**src/hdl/cbrc_pkg.sv**
```systemverilog
// ----------------------------------------------------------------------------
// Rule chain package
// Command and operation codes, the rule word and the word that travels
// along the row of rule cells.
// ----------------------------------------------------------------------------
package cbrc_pkg;

   // command codes carried on req_tuser; code 3 is unused
   typedef enum logic [1:0] {
      CMD_PROCESS = 2'd0,
      CMD_APPEND  = 2'd1,
      CMD_CLEAR   = 2'd2
   } cmd_type;

   // rule operations
   typedef enum logic [1:0] {
      OP_NONE = 2'd0,
      OP_OR   = 2'd1,
      OP_AND  = 2'd2,
      OP_XOR  = 2'd3
   } op_type;

   // one stored rule
   typedef struct packed {
      logic [2:0] track;
      op_type     op;
      logic [7:0] mask;
      logic       terminate;
   } rule_word_type;

   // word moving from cell to cell
   typedef struct packed {
      logic          process;  // run the chain on this word
      logic          load;     // append: rule goes into the cell at the slot
      logic          dropped;  // append found the table full
      logic [7:0]    src;
      logic [7:0]    res;
      rule_word_type rule;
   } item_type;

endpackage

```
**src/hdl/conditional_bitmask_rule_chain_top.sv**
```systemverilog
// ----------------------------------------------------------------------------
// Conditional bitmask rule chain
// Ordered rule table held in a row of cells; appends, clears and byte
// processing share one stream.
// ----------------------------------------------------------------------------
// Every request word gives one response word. Words travel through a row of
// MAX_FILTERS registered rule cells, one cell per cycle, and a response leaves
// the last cell; a new request is taken every cycle while the response side
// keeps up; any stall on the response side holds the whole row. The rule
// count is kept at the entry, so an append or clear is settled as it is taken
// and later words see it in order. After reset the table is empty and no
// clearing pass is needed.
module conditional_bitmask_rule_chain_top
   import cbrc_pkg::*;
#(
   parameter int MAX_FILTERS = 16
) (
   input  logic        clock,
   input  logic        reset,
   input  logic        req_tvalid,
   output logic        req_tready,
   // source_bits[7:0], rule_track[10:8], rule_op[12:11], rule_mask[20:13],
   // rule_terminate[21], zero pad[23:22]
   input  logic [23:0] req_tdata,
   // command[1:0]
   input  logic [1:0]  req_tuser,
   output logic        rsp_tvalid,
   input  logic        rsp_tready,
   // result_bits[7:0], rule_count[12:8], chain_available[13],
   // append_dropped[14], zero pad[15]
   output logic [15:0] rsp_tdata
);

   localparam int CW = $clog2(MAX_FILTERS + 1);
   localparam logic [CW-1:0] FULL = CW'(MAX_FILTERS);

   logic          en;
   logic [CW-1:0] total_ff, total_in;
   item_type      front;
   cmd_type       cmd;

   item_type      stage_item  [MAX_FILTERS+1];
   logic          stage_valid [MAX_FILTERS+1];
   logic [CW-1:0] stage_count [MAX_FILTERS+1];
   logic [CW-1:0] stage_slot  [MAX_FILTERS+1];

   logic [CW+4:0] count_wide;

   // row advances unless the response word is stuck
   assign en         = !stage_valid[MAX_FILTERS] || rsp_tready;
   assign req_tready = en;
   assign cmd        = cmd_type'(req_tuser);

   // entry: decode the command and settle the rule count
   always_comb begin
      total_in          = total_ff;
      front.process     = (cmd == CMD_PROCESS);
      front.load        = 1'b0;
      front.dropped     = 1'b0;
      front.src         = req_tdata[7:0];
      front.res         = req_tdata[7:0];
      front.rule.track  = req_tdata[10:8];
      front.rule.op     = op_type'(req_tdata[12:11]);
      front.rule.mask   = req_tdata[20:13];
      front.rule.terminate = req_tdata[21];
      unique case (cmd)
         CMD_PROCESS: ;
         CMD_APPEND: begin
            if (total_ff < FULL) begin
               total_in   = CW'(total_ff + 1'b1);
               front.load = 1'b1;
            end else begin
               front.dropped = 1'b1;
            end
         end
         CMD_CLEAR: total_in = '0;
         default: ;
      endcase
   end

   always_ff @(posedge clock) begin
      if (reset) begin
         total_ff <= '0;
      end else if (req_tvalid && en) begin
         total_ff <= total_in;
      end
   end

   assign stage_valid[0] = req_tvalid;
   assign stage_item[0]  = front;
   assign stage_count[0] = total_in;
   assign stage_slot[0]  = total_ff;

   // row of rule cells
   for (genvar k = 0; k < MAX_FILTERS; k++) begin : g_cell
      cbrc_cell #(
         .CELL_INDEX  (k),
         .COUNT_WIDTH (CW)
      ) u_cell (
         .clock    (clock),
         .reset    (reset),
         .en       (en),
         .up_valid (stage_valid[k]),
         .up_item  (stage_item[k]),
         .up_count (stage_count[k]),
         .up_slot  (stage_slot[k]),
         .dn_valid (stage_valid[k+1]),
         .dn_item  (stage_item[k+1]),
         .dn_count (stage_count[k+1]),
         .dn_slot  (stage_slot[k+1])
      );
   end

   // response packing; count wraps to five bits
   assign count_wide = {5'b0, stage_count[MAX_FILTERS]};
   assign rsp_tvalid = stage_valid[MAX_FILTERS];
   assign rsp_tdata  = {1'b0,
                        stage_item[MAX_FILTERS].dropped,
                        (stage_count[MAX_FILTERS] != '0),
                        count_wide[4:0],
                        stage_item[MAX_FILTERS].res};

endmodule

```
**src/hdl/cbrc_cell.sv**
```systemverilog
// ----------------------------------------------------------------------------
// Rule cell
// Holds one rule of the chain. Applies it to a passing process word, or
// takes a new rule from a passing append word aimed at this slot.
// ----------------------------------------------------------------------------
module cbrc_cell
   import cbrc_pkg::*;
#(
   parameter int CELL_INDEX  = 0,
   parameter int COUNT_WIDTH = 5
) (
   input  logic                   clock,
   input  logic                   reset,
   input  logic                   en,
   input  logic                   up_valid,
   input  item_type               up_item,
   input  logic [COUNT_WIDTH-1:0] up_count,
   input  logic [COUNT_WIDTH-1:0] up_slot,
   output logic                   dn_valid,
   output item_type               dn_item,
   output logic [COUNT_WIDTH-1:0] dn_count,
   output logic [COUNT_WIDTH-1:0] dn_slot
);

   localparam logic [COUNT_WIDTH-1:0] MY_SLOT = COUNT_WIDTH'(CELL_INDEX);

   rule_word_type          rule_ff, rule_in;
   logic                   valid_ff;
   item_type               item_ff, item_in;
   logic [COUNT_WIDTH-1:0] count_ff, slot_ff;

   // rule load from an append word for this slot
   always_comb begin
      rule_in = rule_ff;
      if (up_valid && up_item.load && (up_slot == MY_SLOT)) begin
         rule_in = up_item.rule;
      end
   end

   // apply this rule when it is within the held count
   always_comb begin
      logic [7:0] res_v;
      logic [7:0] src_v;
      item_in = up_item;
      res_v   = up_item.res;
      src_v   = up_item.src;
      if (up_item.process && (up_count > MY_SLOT)) begin
         if (up_item.src[rule_ff.track]) begin
            case (rule_ff.op)
               OP_OR:   res_v = up_item.src | rule_ff.mask;
               OP_AND:  res_v = up_item.src & rule_ff.mask;
               OP_XOR:  res_v = up_item.src ^ rule_ff.mask;
               default: res_v = up_item.res;
            endcase
         end
         if (rule_ff.terminate) begin
            src_v = res_v;
         end
      end
      item_in.res = res_v;
      item_in.src = src_v;
   end

   // control
   always_ff @(posedge clock) begin
      if (reset) begin
         valid_ff <= 1'b0;
      end else if (en) begin
         valid_ff <= up_valid;
      end
   end

   // payload and rule storage
   always_ff @(posedge clock) begin
      if (en) begin
         item_ff  <= item_in;
         count_ff <= up_count;
         slot_ff  <= up_slot;
         rule_ff  <= rule_in;
      end
   end

   assign dn_valid = valid_ff;
   assign dn_item  = item_ff;
   assign dn_count = count_ff;
   assign dn_slot  = slot_ff;

endmodule

```
**config.mk**
```make
export PLATFORM = sky130hd
export DESIGN_NAME = conditional_bitmask_rule_chain_top
export DESIGN_NICKNAME = d
export VERILOG_FILES = /design/src/hdl/cbrc_pkg.sv /design/src/hdl/conditional_bitmask_rule_chain_top.sv /design/src/hdl/cbrc_cell.sv
export SDC_FILE = /design/constraint.sdc
export NUM_CORES = 1
export LEC_CHECK = 0
export BUFFER_PORTS_ARGS = -buffer_cell sky130_fd_sc_hd__buf_2
export CAP_MARGIN = 10
export CORE_AREA = 5 5 345 347
export DETAILED_ROUTE_END_ITERATION = 10
export DIE_AREA = 0 0 350 352
export PLACE_DENSITY_LB_ADDON = 0.3
export SLEW_MARGIN = 25
export SYNTH_ARGS = -nofsm -noshare
export SYNTH_HDL_FRONTEND = slang
export SYNTH_SLANG_ARGS = --single-unit
```
**constraint.sdc**
```tcl
create_clock -name clock -period 74.7 [get_ports clock]
set_clock_uncertainty 0.15 [all_clocks]
set_input_delay 7.47 -clock clock [delete_from_list [all_inputs] [get_ports clock]]
set_output_delay 7.47 -clock clock [all_outputs]
set_load 0.005 [all_outputs]
```
==> results.cfg, run 1 <==
[outcome]
status = complete, no violations

[drt]
firstDrtPassIters = 6
ant_nets = 0
drcViolationCount = 0
wl_per_cell_um = 17.6
viasPerCell = 4.75
vias = 20600
wirelength_mm = 76.2
initialDrtViolationCount = 1217

[worst_setup_path]
startpoint_type = input pin
r2r-start = g_cell[15].u_cell.dn_valid
crit_chain = buf_2, nor2b_2, buf_4, inv_8, buf_2
cpMostUsedCell = buf_2
crit_type = input pin to output pin
required_ps = 67080
cpMaxStageDelayCell = inv_8
startpoint = rsp_tready
crit_arrival_ps = 8670
worstPathMaxFanout = 102
rr_worst_depth = 6
endpoint_kind = output pin
cpPeakStageDelay_ps = 490

[clock_network]
tritoncts = built
cts_hold_buf = 0
root_buffer = clkbuf_16
cts.repair.resized = 0
clkTransAtPathRegs_ps = 60
clock_sinks = 902
clk-insertion-delay-late_ps = 660
cts_buffer_depth = 3
postCtsSetupRepairBufs = 0
cts_buffers = 91
htree_levels = 3

[finish]
multi_input_area_sq_mm = 0.0120
syn2layout_area_growth_pct = 13.0
design_area_sq_mm = 0.0453
fillers = 10500
antenna_cells = 0
nets = 3029
regArea_sq_mm = 0.0269
drive_gt1_share_pct = 19.1

[placement]
port_buffers = 44
dpl.hpwl_mm = 54.5
gp_routability_congestion = 0.781
placed_cell_area_sq_mm = 0.0423

[logic_synthesis]
yosys_warnings = 0
yosysTopAreaCell = edfxtp_1
synth.avg_cell_area_sq_um = 15.2
synth_edf_count = 881
synth_top_area_share_pct = 66.0
ys_ff_latch = 902
ys_async_sr_fraction_pct = 0
synth_ff_type = edfxtp_1
ys_seq_area_share_pct = 67.1
yosys-top-cells-area = edfxtp_1 66%, ha_1 8.1%, mux2_2 6.8%
synthCells = 2633
synth_area_sq_mm = 0.0401
synth_most_common_cell = edfxtp_1
syn_nets = 2923
synth_cell_types = 64
yosys-top-cells-count = 881 x edfxtp_1, 266 x nand2_1, 264 x inv_1, 260 x ha_1, 241 x mux2_2

[global_route]
grt_use_total_pct = 12.3
use_met1_pct = 14.7
overflow = 0
antenna_found_initial = 0
met3_usage_pct = 2.07
grt_pass1_wl_mm = 122
grtUsageMet2_pct = 22.9
grt_max_degree = 198
first_global_vias = 21800
grt-busiest-layer = met2

[floorplanning]
coreArea_sq_mm = 0.116
initial_core_util_pct = 34.7
num_io_pins = 48
die_y_um = 352
die-area_sq_mm = 0.123
fp-row-count = 125
die_w_um = 350

[timing]
slew_viol_final = 0
fmax_mhz = 61.4
fin_crit_sh_pct = 21.8
setup_viol = 0
hold_viol_final = 0
timing.setup.tns_ps = 0
rsz0062_at_grt = no
period_minus_slack_ps = 16290
relSlewSlack_pct = 33.9
worstMarginPinSlew_ps = 992

[job]
max-cap-violations = 0

[power_and_ir_drop]
powerDensity_mw_per_mm2 = 25.0
vdd_drop_max_mv = 0.0196
leakage_nw = 18.1

[min_path]
hp-class = register to register
hold_path_startpoint = g_cell[14].u_cell.dn_item[9]
whs_path_depth = 0
-- cell type report --
type	instances	share of cell area (%)
Clock buffer	119	5.44
Tap cell	1524	4.21
Inverter	265	2.21
Clock inverter	46	1.12
Sequential cell	902	59.4
Multi-Input combinational cell	1401	26.5
Timing Repair Buffer	78	1.13
-- worst max-delay path: cells and delay by family --
family / cells / cell delay (ps)
buffers and inverters: 4 / 1050
AND/OR/NAND/NOR: 1 / 30
-- power by group --
part,total [mW],switching (mW),internal [mW],leakage (nW)
Clock,0.449,0.191,0.258,1.44
Sequential,0.616,0.0255,0.591,9.45
Combinational,0.0649,0.0303,0.0346,7.20
Total,1.13,0.246,0.884,18.1
-- metrics by stage --
| step | util [%] | cells | setup WS [ps] | hold slack [ps] | power, mW |
|---|---|---|---|---|---|
| after global routing | 39.2 | 4335 | 58270 | 274 | 1.18 |
| after CTS | 39.1 | 4334 | 58360 | 267 | 1.15 |
| after floorplan | - | 2633 | 41340 | 250 | 0.664 |
| final | 39.2 | 4335 | 58410 | 263 | 1.13 |
| after global placement | 36.5 | 4168 | 58390 | 251 | 0.688 |
| after detailed placement | 36.6 | 4169 | 58360 | 255 | 0.693 |
-- cells by family after synthesis --
family	share of synthesized area [%]
AND/OR/NAND/NOR	4.82
buffers and inverters	3.24
multiplexers	12.3
adder cells (fa/ha/maj)	8.12
flip-flops	67.1
other	0.00936
AO/OA/AOI/OAI	4.39
-- path summary, 6_finish.rpt --
check	endpoint	slack (ps)
setup / recovery	req_tready	58410
hold reg to reg	g_cell[15].u_cell.rule_ff[9]	260
setup reg to reg	g_cell[9].u_cell.dn_item[21]	70740
hold / removal	g_cell[15].u_cell.rule_ff[9]	260
-- state kept, by name, summed over array words and instances, names as in the netlist --
signal                  cells
total_ff                    5
g_cell.u_cell.dn_item     503
g_cell.u_cell.dn_valid     16
g_cell.u_cell.dn_slot      75
g_cell.u_cell.rule_ff     223
g_cell.u_cell.dn_count     80
-- metal layers --
metal / vias up / part of all wire, %
met2: 319 / 54
li1: 9873 / -
met1: 10300 / 41
met4: 0 / 2.3
met5: - / 0
met3: 119 / 3.2
-- cell usage in the layout (no fill, tap or decap), types with 43 or more instances in the layout --
cell,count
buf_2,45
clkbuf_16,91
edfxtp_1,881
ha_1,260
inv_1,264
mux2_2,241
mux2i_1,131
nand2_1,266
nor2_1,43
o21ai_0,228
No activity file was read; power rests on OpenSTA's default activity.
==> inputs of run 2 (changes only) <==
Settings changed: ABC_AREA set to 1, CORE_AREA 5 5 345 347 to 5 5 349 351, DIE_AREA 0 0 350 352 to 0 0 354 356.
Clock period 74.7 ns to 16.5 ns, I/O delays scaled along.
==> run 2 against run 1 <==
Power rose to 4.8 times the previous value. Sequential power increased to 4.7 times the previous value. Die area rose by 2.3%. Worst hold slack got worse by 3.8 ps. Cell count grew 25%. Non-clock buffer count down 10. Utilization is essentially flat. Combinational power grew to 6.3 times the previous value.
==> results.cfg, run 2 <==
[timing]
layout_setup_ws_ps = 10790
fin_crit_sh_pct = 34.6
slew_viol_final = 0
fmax_mhz = 175
period_minus_slack_ps = 5710
timing.setup.tns_ps = 0
setup_viol = 0
worstMarginPinSlew_ps = 960
hold_ws_ps = 259
rsz0062_at_grt = no
relSlewSlack_pct = 36.0
hold_viol_final = 0

[logic_synthesis]
yosysTopAreaCell = edfxtp_1
syn_nets = 3949
ys_async_sr_fraction_pct = 0
synth_ff_type = edfxtp_1
synthCells = 3659
synth_area_sq_mm = 0.0410
synth.avg_cell_area_sq_um = 11.2
synth_cell_types = 43
synth_most_common_cell = nand2_1
synth_edf_count = 881
synth_top_area_share_pct = 64.6
yosys-top-cells-area = edfxtp_1 65%, nand2_1 12%, ha_1 7.9%
yosys_warnings = 0
ys_seq_area_share_pct = 65.6
ys_ff_latch = 902
yosys-top-cells-count = 1295 x nand2_1, 881 x edfxtp_1, 452 x inv_1, 260 x ha_1, 143 x o211ai_1

[clock_network]
clkTransAtPathRegs_ps = 70
root_buffer = clkbuf_16
clk-insertion-delay-late_ps = 640
cts_hold_buf = 0
postCtsSetupRepairBufs = 0
tritoncts = built
clock_sinks = 902
cts_buffer_depth = 3
cts_buffers = 95
cts.repair.resized = 0
htree_levels = 3

[power_and_ir_drop]
vdd_drop_max_mv = 0.0786
pwr-share-clk_pct = 39.1
p_switching_mw = 1.29
seq_power_share_pct = 53.4
power.total_mw = 5.47
swShare_pct = 23.7
leakage_nw = 20.0
comb_power_share_pct = 7.5
powerDensity_mw_per_mm2 = 118
intPower_mw = 4.18

[global_route]
first_global_vias = 24400
grt_pass1_wl_mm = 134
grt_use_total_pct = 13.2
antenna_found_initial = 0
overflow = 0
grt_max_degree = 185

[min_path]
whs_path_depth = 0
hold_path_startpoint = g_cell[14].u_cell.dn_item[13]
hp-class = register to register

[worst_setup_path]
startpoint_type = input pin
crit_arrival_ps = 5900
r2r-start = g_cell[15].u_cell.dn_valid
required_ps = 16690
startpoint = rsp_tready
endpoint_kind = register
rr_worst_depth = 10
worstPathMaxFanout = 117
crit_type = input pin to register

[finish]
multi_input_area_sq_mm = 0.0123
final_util_pct = 39.1
final_common_cell = nand2_1
syn2layout_area_growth_pct = 13.4
regArea_sq_mm = 0.0269
mostFrequentLayoutCells = 1295 x nand2_1, 881 x edfxtp_1, 451 x inv_1
fillers = 11200
drive_gt1_share_pct = 7.58
largest_register_ffs = 503
antenna_cells = 0
nets = 4092

[floorplanning]
fp-row-count = 127
num_io_pins = 48
die_w_um = 354
coreArea_sq_mm = 0.119
initial_core_util_pct = 34.5
die-area_sq_mm = 0.126
die_y_um = 356

[job]
max-cap-violations = 0

[placement]
gp_routability_congestion = 0.833
pre_cts_ws_ps = 9940
dpl.hpwl_mm = 60.8
port_buffers = 44

[outcome]
status = complete, no violations

[drt]
vias = 25200
wirelength_mm = 84.1
drcViolationCount = 0
firstDrtPassIters = 6
wl_per_cell_um = 15.5
ant_nets = 0
initialDrtViolationCount = 1662
viasPerCell = 4.65
==> run 2: cell count changes in the layout (fill, tap and decap cells not counted), sizes merged, moves of 13 or more <==
cell    change
inv       +199
mux2      -257
mux4       -30
nand2    +1041
nor2       +66
o211ai    +138
nand4      +22
mux2i     -131
o21ai      -76
nand3     +109
nand3b     +13
nand2b     -25
a21oi      +44
==> run 2: cell type report <==
type / count / share of cell area [%]
Sequential cell: 902 / 57.8
Timing Repair Buffer: 68 / 0.889
Multi-Input combinational cell: 2268 / 26.5
Tap cell: 1548 / 4.17
Inverter: 467 / 3.79
Clock buffer: 108 / 5.24
Clock inverter: 67 / 1.55
==> run 2: final timing paths <==
kind / endpoint / slack (ps)
worst max-delay path: g_cell[0].u_cell.rule_ff[0] / 10790
worst min-delay path: g_cell[15].u_cell.rule_ff[13] / 260
worst max register to register: g_cell[0].u_cell.rule_ff[0] / 11510
worst min register to register: g_cell[15].u_cell.rule_ff[13] / 260
==> run 2: worst max-delay path: stages <==
cell and delay (ps):
buf_2 80, nor2_2 30, buf_4 220, inv_8 580, buf_4 760, buf_4 790
buf_4 860, nand2_1 300, nor2_1 210, buf_4 270
==> run 2: logic make-up after synthesis <==
family | share of synthesized area [%]
and+or+nand+nor | 15.9
DFF | 65.6
buffers and inverters | 4.57
AOI/OAI and AO/OA | 5.99
adders and majority gates | 7.94
other | 0.00915
==> run 2: power groups by stage <==
stage	logic (mW)	clock network, mW	registers, mW
after floorplan	0.318	0	2.89
after global placement	0.399	0	2.97
after detailed placement	0.410	0	2.97
after CTS	0.413	2.21	2.93
after global routing	0.487	2.30	2.95
final	0.409	2.14	2.92
==> run 2: through the flow <==
step                      cells  cell area [sq um]
final                      5428              46500
after global routing       5428              46500
after floorplan            3659              41000
after CTS                  5428              46500
after detailed placement   5253              43300
after global placement     5253              43300
==> run 2: metal layers <==
metal  vias to the layer above  wire length, um  GRT usage, %
met1                     11900            36800          16.8
met5                         -                0             0
met2                       445            42400          23.6
met4                         0             1990          3.48
li1                      12700                -             -
met3                       123             2970          1.96
